**src/design/gdau_pkg.sv**
```systemverilog
// Package for the Gregorian date arithmetic unit: opcodes, status codes,
// FSM state type, datapath widths, divider reciprocals and the month tables.
// No dependencies.
package gdau_pkg;

  localparam int MAX_YEAR_DEF = 9999;
  localparam int TOTAL_MAX    = 4194303;

  // serial width (signed), divider dividend/divisor widths
  localparam int SW        = 28;
  localparam int DIV_W     = 25;
  localparam int DVS_W     = 18;
  // reciprocal divider: multiply, back-multiply, correct
  localparam int DIV_STEPS = 3;
  localparam int CNT_W     = $clog2(DIV_STEPS + 1);
  localparam int RCP_W     = 23;
  localparam int RCP_SH    = DIV_W;

  localparam logic [RCP_W-1:0] RCP_7      = RCP_W'((1 << RCP_SH) / 7);
  localparam logic [RCP_W-1:0] RCP_100    = RCP_W'((1 << RCP_SH) / 100);
  localparam logic [RCP_W-1:0] RCP_365    = RCP_W'((1 << RCP_SH) / 365);
  localparam logic [RCP_W-1:0] RCP_1460   = RCP_W'((1 << RCP_SH) / 1460);
  localparam logic [RCP_W-1:0] RCP_36524  = RCP_W'((1 << RCP_SH) / 36524);
  localparam logic [RCP_W-1:0] RCP_146097 = RCP_W'((1 << RCP_SH) / 146097);

  localparam int SERIAL_LO = -60;  // serial of 1.1.0

  localparam logic [3:0] OP_VALIDATE = 4'd0;
  localparam logic [3:0] OP_NEXT     = 4'd1;
  localparam logic [3:0] OP_PREV     = 4'd2;
  localparam logic [3:0] OP_ADD      = 4'd3;
  localparam logic [3:0] OP_SUB      = 4'd4;
  localparam logic [3:0] OP_EARLIER  = 4'd5;
  localparam logic [3:0] OP_DIFF     = 4'd6;
  localparam logic [3:0] OP_ORDINAL  = 4'd7;
  localparam logic [3:0] OP_ADDDATES = 4'd8;
  localparam logic [3:0] OP_SUBDATES = 4'd9;

  localparam logic [1:0] ST_OK      = 2'd0;
  localparam logic [1:0] ST_INVALID = 2'd1;
  localparam logic [1:0] ST_RANGE   = 2'd2;

  typedef enum logic [3:0] {
    S_IDLE, S_Y1, S_Y2, S_CHK, S_WD, S_RNG, S_ERA, S_A, S_B, S_YOE, S_C, S_MD, S_OUT
  } state_e;

  // day of year (from March 1) at which month index mp starts, mp 0 = March
  localparam logic [8:0] MSTART [12] = '{9'd0, 9'd31, 9'd61, 9'd92, 9'd122, 9'd153,
                                         9'd184, 9'd214, 9'd245, 9'd275, 9'd306, 9'd337};

  // month lengths, January first, non-leap
  localparam logic [4:0] MDAYS [12] = '{5'd31, 5'd28, 5'd31, 5'd30, 5'd31, 5'd30,
                                        5'd31, 5'd31, 5'd30, 5'd31, 5'd30, 5'd31};

endpackage

```
**src/design/gregorian_date_arithmetic_unit.sv**
```systemverilog
// Gregorian date arithmetic unit, top level.
// Depends on gdau_pkg.
//
// One item in, one result item out. Dates become day serials (1.3.0 = 0)
// and back, all through one shared divider that handles every division by a
// constant with a reciprocal multiply, a back-multiply for the remainder and
// one correction step on a single 25x23 multiplier. An item needs one
// division per input date, one more for the weekday if its dates are valid,
// and five more to turn a result serial back into a date. The input is not
// ready until the result item is taken.
module gregorian_date_arithmetic_unit
  import gdau_pkg::*;
#(
  parameter int MAX_YEAR = MAX_YEAR_DEF
) (
  input  logic        clk_i,
  input  logic        rst_ni,
  input  logic        s_axis_tvalid,
  output logic        s_axis_tready,
  // tdata: first_day[4:0] first_month[8:5] first_year[22:9] second_day[27:23]
  //        second_month[31:28] second_year[45:32] day_offset[68:46], zero pad
  input  logic [71:0] s_axis_tdata,
  // tuser: operation[3:0]
  input  logic [3:0]  s_axis_tuser,
  output logic        m_axis_tvalid,
  input  logic        m_axis_tready,
  // tdata: result_day[4:0] result_month[8:5] result_year[22:9]
  //        day_total[44:23] weekday[47:45]
  output logic [47:0] m_axis_tdata,
  // tuser: status[1:0]
  output logic [1:0]  m_axis_tuser
);

  localparam int SH_HI   = MAX_YEAR + 400;
  localparam int HI_INT  = 365 * MAX_YEAR + SH_HI / 4 - SH_HI / 100 + SH_HI / 400 - 97 + 305;
  localparam logic signed [SW-1:0] SER_HI = SW'(HI_INT);
  localparam logic signed [SW-1:0] SER_LO = SW'(SERIAL_LO);
  localparam logic [16:0] MAXY = 17'(MAX_YEAR);

  state_e state_q, state_d;

  // shared divider
  logic [DIV_W-1:0] dx_q, dx_d;
  logic [DIV_W-1:0] dq_q, dq_d;
  logic [DIV_W-1:0] dr_q, dr_d;
  logic [DVS_W-1:0] dvs_q, dvs_d;
  logic [RCP_W-1:0] rcp_q, rcp_d;
  logic [CNT_W-1:0] dcnt_q, dcnt_d;
  logic             div_ld;
  logic [DIV_W-1:0] div_dnd;
  logic [DVS_W-1:0] div_dvs;
  logic [RCP_W-1:0] div_rcp;
  logic             div_done;
  logic [DIV_W-1:0] mul_a;
  logic [RCP_W-1:0] mul_b;
  logic [DIV_W+RCP_W-1:0] mul_p;

  // item registers
  logic [3:0]  op_q, op_d;
  logic [4:0]  d1_q, d1_d, d2_q, d2_d;
  logic [3:0]  m1_q, m1_d, m2_q, m2_d;
  logic [13:0] y1_q, y1_d, y2_q, y2_d;
  logic [22:0] off_q, off_d;
  logic signed [SW-1:0] s1_q, s1_d, s2_q, s2_d, res_q, res_d;
  logic        v1_q, v1_d, v2_q, v2_d;
  logic [7:0]  era_q, era_d;
  logic [17:0] doe_q, doe_d;
  logic [6:0]  a_q, a_d;
  logic [17:0] yoe_q, yoe_d;
  logic [8:0]  doy_q, doy_d;

  logic [4:0]  rday_q, rday_d;
  logic [3:0]  rmon_q, rmon_d;
  logic [13:0] ryear_q, ryear_d;
  logic [21:0] tot_q, tot_d;
  logic [2:0]  wday_q, wday_d;
  logic [1:0]  stat_q, stat_d;

  logic two, has_date;

  function automatic logic is_leap(input logic [13:0] y, input logic [7:0] q,
                                   input logic [6:0] r);
    logic res;
    res = (r == 7'd0) ? (q[1:0] == 2'd0) : (y[1:0] == 2'd0);
    return res;
  endfunction

  function automatic logic date_ok(input logic [4:0] d, input logic [3:0] m,
                                   input logic [13:0] y, input logic [7:0] q,
                                   input logic [6:0] r, input logic [16:0] maxy);
    logic [4:0] lim;
    logic       ok;
    ok  = 1'b0;
    lim = 5'd0;
    if ({3'd0, y} <= maxy && m >= 4'd1 && m <= 4'd12) begin
      lim = MDAYS[m - 4'd1];
      if (m == 4'd2 && is_leap(y, q, r)) lim = 5'd29;
      ok = (d >= 5'd1) && (d <= lim);
    end
    return ok;
  endfunction

  // q and r are y / 100 and y % 100
  function automatic logic signed [SW-1:0] serial_of(input logic [4:0] d,
                                                     input logic [3:0] m,
                                                     input logic [13:0] y,
                                                     input logic [7:0] q,
                                                     input logic [6:0] r);
    logic                 early;
    logic [3:0]           mm;
    logic signed [SW-1:0] yy, sh4, h, acc;
    early = (m == 4'd1) || (m == 4'd2);
    mm    = 4'd0;
    if (m == 4'd1) mm = 4'd10;
    else if (m == 4'd2) mm = 4'd11;
    else if (m >= 4'd3 && m <= 4'd12) mm = m - 4'd3;
    yy  = SW'({14'd0, y}) - SW'({27'd0, early});
    sh4 = (SW'({14'd0, y}) + SW'(400) - SW'({27'd0, early})) >>> 2;
    // sh / 100 from y / 100: sh = y + 400 - early
    h   = SW'({20'd0, q}) + ((early && r == 7'd0) ? SW'(3) : SW'(4));
    acc = yy * SW'(365) + sh4 - h + (h >>> 2) - SW'(97)
        + SW'({19'd0, MSTART[mm]}) + SW'({23'd0, d}) - SW'(1);
    return acc;
  endfunction

  function automatic logic [21:0] sat_total(input logic signed [SW-1:0] v);
    logic [21:0] t;
    if (v < 0) t = 22'd0;
    else if (v > SW'(TOTAL_MAX)) t = 22'(TOTAL_MAX);
    else t = v[21:0];
    return t;
  endfunction

  always_comb begin
    two      = (op_q == OP_EARLIER) || (op_q == OP_DIFF) ||
               (op_q == OP_ADDDATES) || (op_q == OP_SUBDATES);
    has_date = (op_q inside {[OP_NEXT:OP_EARLIER], OP_ADDDATES, OP_SUBDATES});
  end

  assign div_done = (dcnt_q == '0);

  // one multiplier: x * reciprocal first, then quotient * divisor
  always_comb begin
    mul_a = dx_q;
    mul_b = rcp_q;
    if (dcnt_q == CNT_W'(2)) begin
      mul_a = dq_q;
      mul_b = RCP_W'(dvs_q);
    end
  end
  assign mul_p = mul_a * mul_b;

  // next state
  always_comb begin
    state_d = state_q;
    case (state_q)
      S_IDLE: if (s_axis_tvalid) state_d = S_Y1;
      S_Y1:   if (div_done) state_d = two ? S_Y2 : S_CHK;
      S_Y2:   if (div_done) state_d = S_CHK;
      S_CHK:  state_d = (!v1_q || (two && !v2_q)) ? S_OUT : S_WD;
      S_WD:   if (div_done) state_d = has_date ? S_RNG : S_OUT;
      S_RNG:  state_d = (res_q < SER_LO || res_q > SER_HI) ? S_OUT : S_ERA;
      S_ERA:  if (div_done) state_d = S_A;
      S_A:    if (div_done) state_d = S_B;
      S_B:    if (div_done) state_d = S_YOE;
      S_YOE:  if (div_done) state_d = S_C;
      S_C:    if (div_done) state_d = S_MD;
      S_MD:   state_d = S_OUT;
      S_OUT:  if (m_axis_tready) state_d = S_IDLE;
      default: state_d = S_IDLE;
    endcase
  end

  // datapath and divider operand selection
  always_comb begin
    logic signed [SW-1:0] smin, smax, offs;
    logic [2:0]  b;
    logic [17:0] n;
    logic [1:0]  c;
    logic [17:0] doy_w;
    logic [3:0]  mp;
    logic [3:0]  mon;
    logic [16:0] yr;
    op_d = op_q; d1_d = d1_q; m1_d = m1_q; y1_d = y1_q;
    d2_d = d2_q; m2_d = m2_q; y2_d = y2_q; off_d = off_q;
    s1_d = s1_q; s2_d = s2_q; v1_d = v1_q; v2_d = v2_q; res_d = res_q;
    era_d = era_q; doe_d = doe_q; a_d = a_q; yoe_d = yoe_q; doy_d = doy_q;
    rday_d = rday_q; rmon_d = rmon_q; ryear_d = ryear_q;
    tot_d = tot_q; wday_d = wday_q; stat_d = stat_q;
    div_ld  = 1'b0;
    div_dnd = '0;
    div_dvs = '0;
    div_rcp = '0;
    smin = (two && s2_q < s1_q) ? s2_q : s1_q;
    smax = (two && s2_q > s1_q) ? s2_q : s1_q;
    offs = SW'({5'd0, off_q});
    b = dq_q[2:0];
    n = doe_q - {11'd0, a_q} + {15'd0, b} - {17'd0, (doe_q == 18'd146096)};
    c = dq_q[1:0];
    doy_w = doe_q - 18'(yoe_q * 18'd365) - (yoe_q >> 2) + {16'd0, c};
    mp = 4'd0;
    for (int k = 0; k < 12; k++) begin
      if (doy_q >= MSTART[k]) mp = 4'(k);
    end
    mon = (mp < 4'd10) ? mp + 4'd3 : mp - 4'd9;
    yr  = 17'(yoe_q) + 17'(era_q) * 17'd400 - 17'd400 + {16'd0, (mon <= 4'd2)};

    case (state_q)
      S_IDLE: begin
        if (s_axis_tvalid) begin
          op_d  = s_axis_tuser;
          d1_d  = s_axis_tdata[4:0];
          m1_d  = s_axis_tdata[8:5];
          y1_d  = s_axis_tdata[22:9];
          d2_d  = s_axis_tdata[27:23];
          m2_d  = s_axis_tdata[31:28];
          y2_d  = s_axis_tdata[45:32];
          off_d = s_axis_tdata[68] ? 23'(-s_axis_tdata[68:46]) : s_axis_tdata[68:46];
          div_ld  = 1'b1;
          div_dnd = DIV_W'(s_axis_tdata[22:9]);
          div_dvs = DVS_W'(100);
          div_rcp = RCP_100;
        end
      end
      S_Y1: begin
        if (div_done) begin
          v1_d = date_ok(d1_q, m1_q, y1_q, dq_q[7:0], dr_q[6:0], MAXY);
          s1_d = serial_of(d1_q, m1_q, y1_q, dq_q[7:0], dr_q[6:0]);
          v2_d = 1'b1;
          if (two) begin
            div_ld  = 1'b1;
            div_dnd = DIV_W'(y2_q);
            div_dvs = DVS_W'(100);
            div_rcp = RCP_100;
          end
        end
      end
      S_Y2: begin
        if (div_done) begin
          v2_d = date_ok(d2_q, m2_q, y2_q, dq_q[7:0], dr_q[6:0], MAXY);
          s2_d = serial_of(d2_q, m2_q, y2_q, dq_q[7:0], dr_q[6:0]);
        end
      end
      S_CHK: begin
        rday_d = '0; rmon_d = '0; ryear_d = '0; tot_d = '0; wday_d = '0;
        if (!v1_q || (two && !v2_q)) begin
          stat_d = ST_INVALID;
        end else begin
          stat_d  = ST_OK;
          div_ld  = 1'b1;
          div_dnd = 25'(s1_q + SW'(65));  // keeps the weekday dividend positive
          div_dvs = DVS_W'(7);
          div_rcp = RCP_7;
        end
      end
      S_WD: begin
        if (div_done) begin
          wday_d = dr_q[2:0];
          case (op_q)
            OP_NEXT:     res_d = s1_q + SW'(1);
            OP_PREV:     res_d = s1_q - SW'(1);
            OP_ADD:      res_d = s1_q + offs;
            OP_SUB:      res_d = s1_q - offs;
            OP_EARLIER:  res_d = smin;
            OP_ADDDATES: res_d = smax + smin + SW'(61);
            OP_SUBDATES: res_d = smax - smin - SW'(61);
            default:     res_d = s1_q;
          endcase
          if (op_q == OP_DIFF) tot_d = sat_total(smax - smin);
          else if (op_q == OP_ORDINAL) tot_d = sat_total(s1_q + SW'(61));
        end
      end
      S_RNG: begin
        if (res_q < SER_LO || res_q > SER_HI) begin
          stat_d = ST_RANGE;
        end else begin
          div_ld  = 1'b1;
          div_dnd = 25'(res_q + SW'(146097));
          div_dvs = DVS_W'(146097);
          div_rcp = RCP_146097;
        end
      end
      S_ERA: begin
        if (div_done) begin
          era_d   = dq_q[7:0];
          doe_d   = dr_q[17:0];
          div_ld  = 1'b1;
          div_dnd = DIV_W'(dr_q[17:0]);
          div_dvs = DVS_W'(1460);
          div_rcp = RCP_1460;
        end
      end
      S_A: begin
        if (div_done) begin
          a_d     = dq_q[6:0];
          div_ld  = 1'b1;
          div_dnd = DIV_W'(doe_q);
          div_dvs = DVS_W'(36524);
          div_rcp = RCP_36524;
        end
      end
      S_B: begin
        if (div_done) begin
          div_ld  = 1'b1;
          div_dnd = DIV_W'(n);
          div_dvs = DVS_W'(365);
          div_rcp = RCP_365;
        end
      end
      S_YOE: begin
        if (div_done) begin
          yoe_d   = 18'(dq_q[8:0]);
          div_ld  = 1'b1;
          div_dnd = DIV_W'(dq_q[8:0]);
          div_dvs = DVS_W'(100);
          div_rcp = RCP_100;
        end
      end
      S_C: begin
        if (div_done) doy_d = doy_w[8:0];
      end
      S_MD: begin
        rday_d  = 5'(doy_q - MSTART[mp] + 9'd1);
        rmon_d  = mon;
        ryear_d = yr[13:0];
      end
      S_OUT: begin
      end
      default: begin
      end
    endcase
  end

  // divider next values: quotient estimate is low by at most one
  always_comb begin
    dx_d   = dx_q;
    dq_d   = dq_q;
    dr_d   = dr_q;
    dvs_d  = dvs_q;
    rcp_d  = rcp_q;
    dcnt_d = dcnt_q;
    if (div_ld) begin
      dx_d   = div_dnd;
      dvs_d  = div_dvs;
      rcp_d  = div_rcp;
      dcnt_d = CNT_W'(DIV_STEPS);
    end else if (!div_done) begin
      dcnt_d = dcnt_q - 1'b1;
      case (dcnt_q)
        CNT_W'(3): dq_d = DIV_W'(mul_p[DIV_W+RCP_W-1:RCP_SH]);
        CNT_W'(2): dr_d = dx_q - mul_p[DIV_W-1:0];
        CNT_W'(1): begin
          if (dr_q >= DIV_W'(dvs_q)) begin
            dq_d = dq_q + 1'b1;
            dr_d = dr_q - DIV_W'(dvs_q);
          end
        end
        default: begin
        end
      endcase
    end
  end

  always_ff @(posedge clk_i or negedge rst_ni) begin
    if (!rst_ni) begin
      state_q <= S_IDLE;
      dcnt_q  <= '0;
    end else begin
      state_q <= state_d;
      dcnt_q  <= dcnt_d;
    end
  end

  always_ff @(posedge clk_i) begin
    dx_q <= dx_d; dq_q <= dq_d; dr_q <= dr_d; dvs_q <= dvs_d; rcp_q <= rcp_d;
    op_q <= op_d; d1_q <= d1_d; m1_q <= m1_d; y1_q <= y1_d;
    d2_q <= d2_d; m2_q <= m2_d; y2_q <= y2_d; off_q <= off_d;
    s1_q <= s1_d; s2_q <= s2_d; v1_q <= v1_d; v2_q <= v2_d; res_q <= res_d;
    era_q <= era_d; doe_q <= doe_d; a_q <= a_d; yoe_q <= yoe_d; doy_q <= doy_d;
    rday_q <= rday_d; rmon_q <= rmon_d; ryear_q <= ryear_d;
    tot_q <= tot_d; wday_q <= wday_d; stat_q <= stat_d;
  end

  // outputs
  always_comb begin
    s_axis_tready = (state_q == S_IDLE);
    m_axis_tvalid = (state_q == S_OUT);
    m_axis_tdata  = {wday_q, tot_q, ryear_q, rmon_q, rday_q};
    m_axis_tuser  = stat_q;
  end

endmodule

```
**config.mk**
```make
export PLATFORM = sky130hd
export DESIGN_NAME = gregorian_date_arithmetic_unit
export DESIGN_NICKNAME = d
export VERILOG_FILES = /design/src/design/gdau_pkg.sv /design/src/design/gregorian_date_arithmetic_unit.sv
export SDC_FILE = /design/constraint.sdc
export NUM_CORES = 2
export LEC_CHECK = 0
export ABC_AREA = 1
export BUFFER_PORTS_ARGS = -buffer_cell sky130_fd_sc_hd__buf_2
export CAP_MARGIN = 20
export CORE_MARGIN = 5
export CORE_UTILIZATION = 48
export DETAILED_ROUTE_END_ITERATION = 16
export PLACE_DENSITY = 0.74
export RECOVER_POWER = 25
export SETUP_SLACK_MARGIN = 0.02
export SYNTH_ARGS = -nofsm -noshare
export SYNTH_HDL_FRONTEND = slang
export SYNTH_SLANG_ARGS = --single-unit
```
**constraint.sdc**
```tcl
create_clock -name clk_i -period 9.3 [get_ports clk_i]
set_clock_uncertainty 0.15 [all_clocks]
set_input_delay 0.465 -clock clk_i [delete_from_list [all_inputs] [get_ports clk_i]]
set_output_delay 0.465 -clock clk_i [all_outputs]
set_load 0.005 [all_outputs]
```
==> flow_metrics.tcl <==
set metrics [dict create \
    status "finished with violations" \
    violations "max-capacitance violations, max-slew violations" \
    period_share_pct 96.0 \
    timing.rr.start "dcnt_q[0]" \
    hold_viol 0 \
    synth-simple-area-share_pct 17.8 \
    grt_antenna_before_repair 3 \
    relSlewSlack_pct -38.7 \
    netlist_area_um2 62500 \
    synth_edf_count 359 \
    max_stage_delay_ns 0.55 \
    rows 132 \
    min-delay-start "s_axis_tdata[56]" \
    setup_viol 0 \
    synthArstFlopShare_pct 1.64 \
    core_area_um2 129000 \
    r2r_end "dr_q[22]" \
    syn2layout_area_growth_pct 8.53 \
    crit_fanout 31 \
    layout_commonest_cell "inv_1" \
    required_ns 9.50 \
    die_x_um 371 \
    cpMostUsedCell "inv_1" \
    drive_gt1_share_pct 4.58 \
    synthXorXnorAreaFrac_pct 3.90 \
    synth_top_area_share_pct 22.7 \
    synth_top_family_by_area "adder cells" \
    layout.nets 9761 \
    clock_sinks 365 \
    antenna_left 0 \
    place.gp.congestion 1.10 \
    synth_seq_cells 365 \
    crit_type "register to register" \
    rrSetupSlack_ns 0.37 \
    syn_nets 9541 \
    vias 55600 \
    synthMuxAreaShare_pct 0.0160 \
    drt_wl_total_um 201000 \
    layout_common_cells "inv_1, nand2_1, ha_1, nor2_1, fa_1" \
    wire_per_inst_um 20.2 \
    synth.avg_cell_area_um2 7.86 \
    clockBufferDepth 3 \
    root_buffer "clkbuf_16" \
    fmax_mhz 112 \
    holdPathStages 2 \
    yosys-top-cells-area "fa_1, edfxtp_1, ha_1" \
    crit_slowest_cell "fa_1" \
    fill_cells 12083 \
    synth_top_area_cell "fa_1" \
    drc 0 \
    grt_overflow 0 \
    portBuffers 128 \
    fin_hold_ws_ns 0.0307 \
    htreeDepth 2 \
    synthDistinctLibCells 67 \
    grt_start_max_net_pins 57 \
    pin_count 132 \
    start_util_pct 48.3 \
    dieHeight_um 371 \
    clk_latency_ns 0.63 \
    synth_compound_area_share_pct 10.5 \
    synthAdderAreaFrac_pct 38.7 \
    slew_viol_final 99 \
    critPathArrivalTime_ns 9.13 \
    grt_pass1_vias 55117 \
    worst_pin_slew_ns 2.07 \
    first_iter_violations 5612 \
    dp_hpwl_um 169000 \
    cts_tree "done" \
    first_pass_iters 8 \
    min_to "off_q[10]" \
    path_clk_slew_ns 0.07 \
    yosys_warnings 0 \
    rsz0062_at_grt "no" \
    cp_num_buf_inv 11 \
    grt_pass1_wl_um 310000 \
    die_area_um2 138000 \
    critPathTopFamily "adder cells" \
    yosys_most_used_dff "edfxtp_1" \
    viasPerCell 5.59 \
    ys_seq_area_share_pct 17.5 \
    rr_worst_depth 37 \
    finalSetupTns_ns 0 \
    diodes 0 \
    cts_buffers 43 \
    maxCapViolCount 3 \
    min_path_type "input pin to register" \
    endpoint_kind "register" \
    postSynthCellCount 7952 \
    cp-start-kind "register" \
    period_needed_ns 8.93 \
    grtUsageTotal_pct 29.1 \
]
==> routing by layer <==
metal	track usage [%]	up-vias	share of wire (%)
met5	0	-	0.0040
met4	16.5	2	7.3
met3	5.10	599	10
met2	45.5	2995	44
met1	38.2	26380	39
li1	-	25624	-
==> cell usage after synthesis (4+ instances only) <==
cell type	count
inv_1	1750
nand2_1	1445
ha_1	800
nor2_1	756
fa_1	709
a21oi_1	434
o21ai_0	413
edfxtp_1	359
nand3_1	251
xor2_1	202
clkbuf_1	123
nor3_1	87
xnor2_1	73
nand4_1	66
a31oi_1	50
or2_2	44
o211ai_1	40
o21bai_1	31
nor4_1	30
a21o_1	29
o21ai_1	24
clkinv_1	18
o22ai_1	18
o31ai_1	17
inv_2	15
o21a_1	15
o221ai_1	13
a211oi_1	12
a221oi_1	11
o2111ai_1	11
nand2_2	10
a21boi_0	9
a21oi_2	9
buf_1	6
dfrtp_1	6
nand3b_1	6
a2111oi_0	4
a211o_1	4
a22oi_1	4
a311oi_1	4
buf_2	4
==> how the worst max path moves through the flow <==
stage	startpoint	endpoint	cells past startpoint
after floorplan	dcnt_q[0]	dr_q[23]	36
after global placement	dcnt_q[0]	dr_q[22]	38
after detailed placement	dcnt_q[0]	dr_q[23]	35
after CTS	dcnt_q[0]	dr_q[23]	34
after global routing	dcnt_q[0]	dr_q[22]	38
final	dcnt_q[0]	dr_q[22]	37
==> flip-flops by register name, summed over array words and instances, names as in the netlist, 5 cells and up <==
name and flops:
y2_q 14, dx_q 25, tot_q 22, d2_q 5, dvs_q 13, yoe_q 9
dr_q 25, y1_q 14, res_q 28, a_q 7, doy_q 9, s2_q 28
s1_q 28, off_q 23, era_q 8, ryear_q 14, rcp_q 11, doe_q 18
rday_q 5, dq_q 25, d1_q 5
==> what timing repair did <==
item / 4_1_cts / 5_1_grt
setup endpoints to repair: 0 / 11
setup buffers: 0 / 4
gates resized for setup: 0 / 35
hold buffers: 57 / 0
endpoints found under the hold margin: 62 / 0
==> through the flow <==
step	area [µm²]	cells	utilization, %	worst slack [ns]
detailed placement	65800	9807	50.8	0.167
global placement	65800	9807	50.8	0.374
CTS	67800	9943	52.4	0.0804
floorplan	62500	7952	-	1.07
finish	67900	9948	52.4	0.374
global route	67900	9948	52.4	0.0261
==> kinds of logic after synthesis <==
group / Yosys count
AOI/OAI and AO/OA: 1166
and+or+nand+nor: 2715
buffers and inverters: 1919
muxes: 1
xor gates and xnor gates: 277
DFF: 365
adders and majority gates: 1509
==> cell type report <==
| cell class | count | area, µm² | area share, % |
|---|---|---|---|
| repair buffers | 311 | 2080 | 3.06 |
| clock buffers | 52 | 1120 | 1.65 |
| clock inverters | 27 | 363 | 0.535 |
| well taps | 1742 | 2180 | 3.21 |
| inverters | 1783 | 6700 | 9.88 |
| flip-flops and latches | 365 | 10900 | 16.1 |
| multi-input cells | 5668 | 44500 | 65.6 |
Power is left out: the tool's default activity adds up to more than one toggle a clock period on the data nets, which glitch-free logic cannot reach.
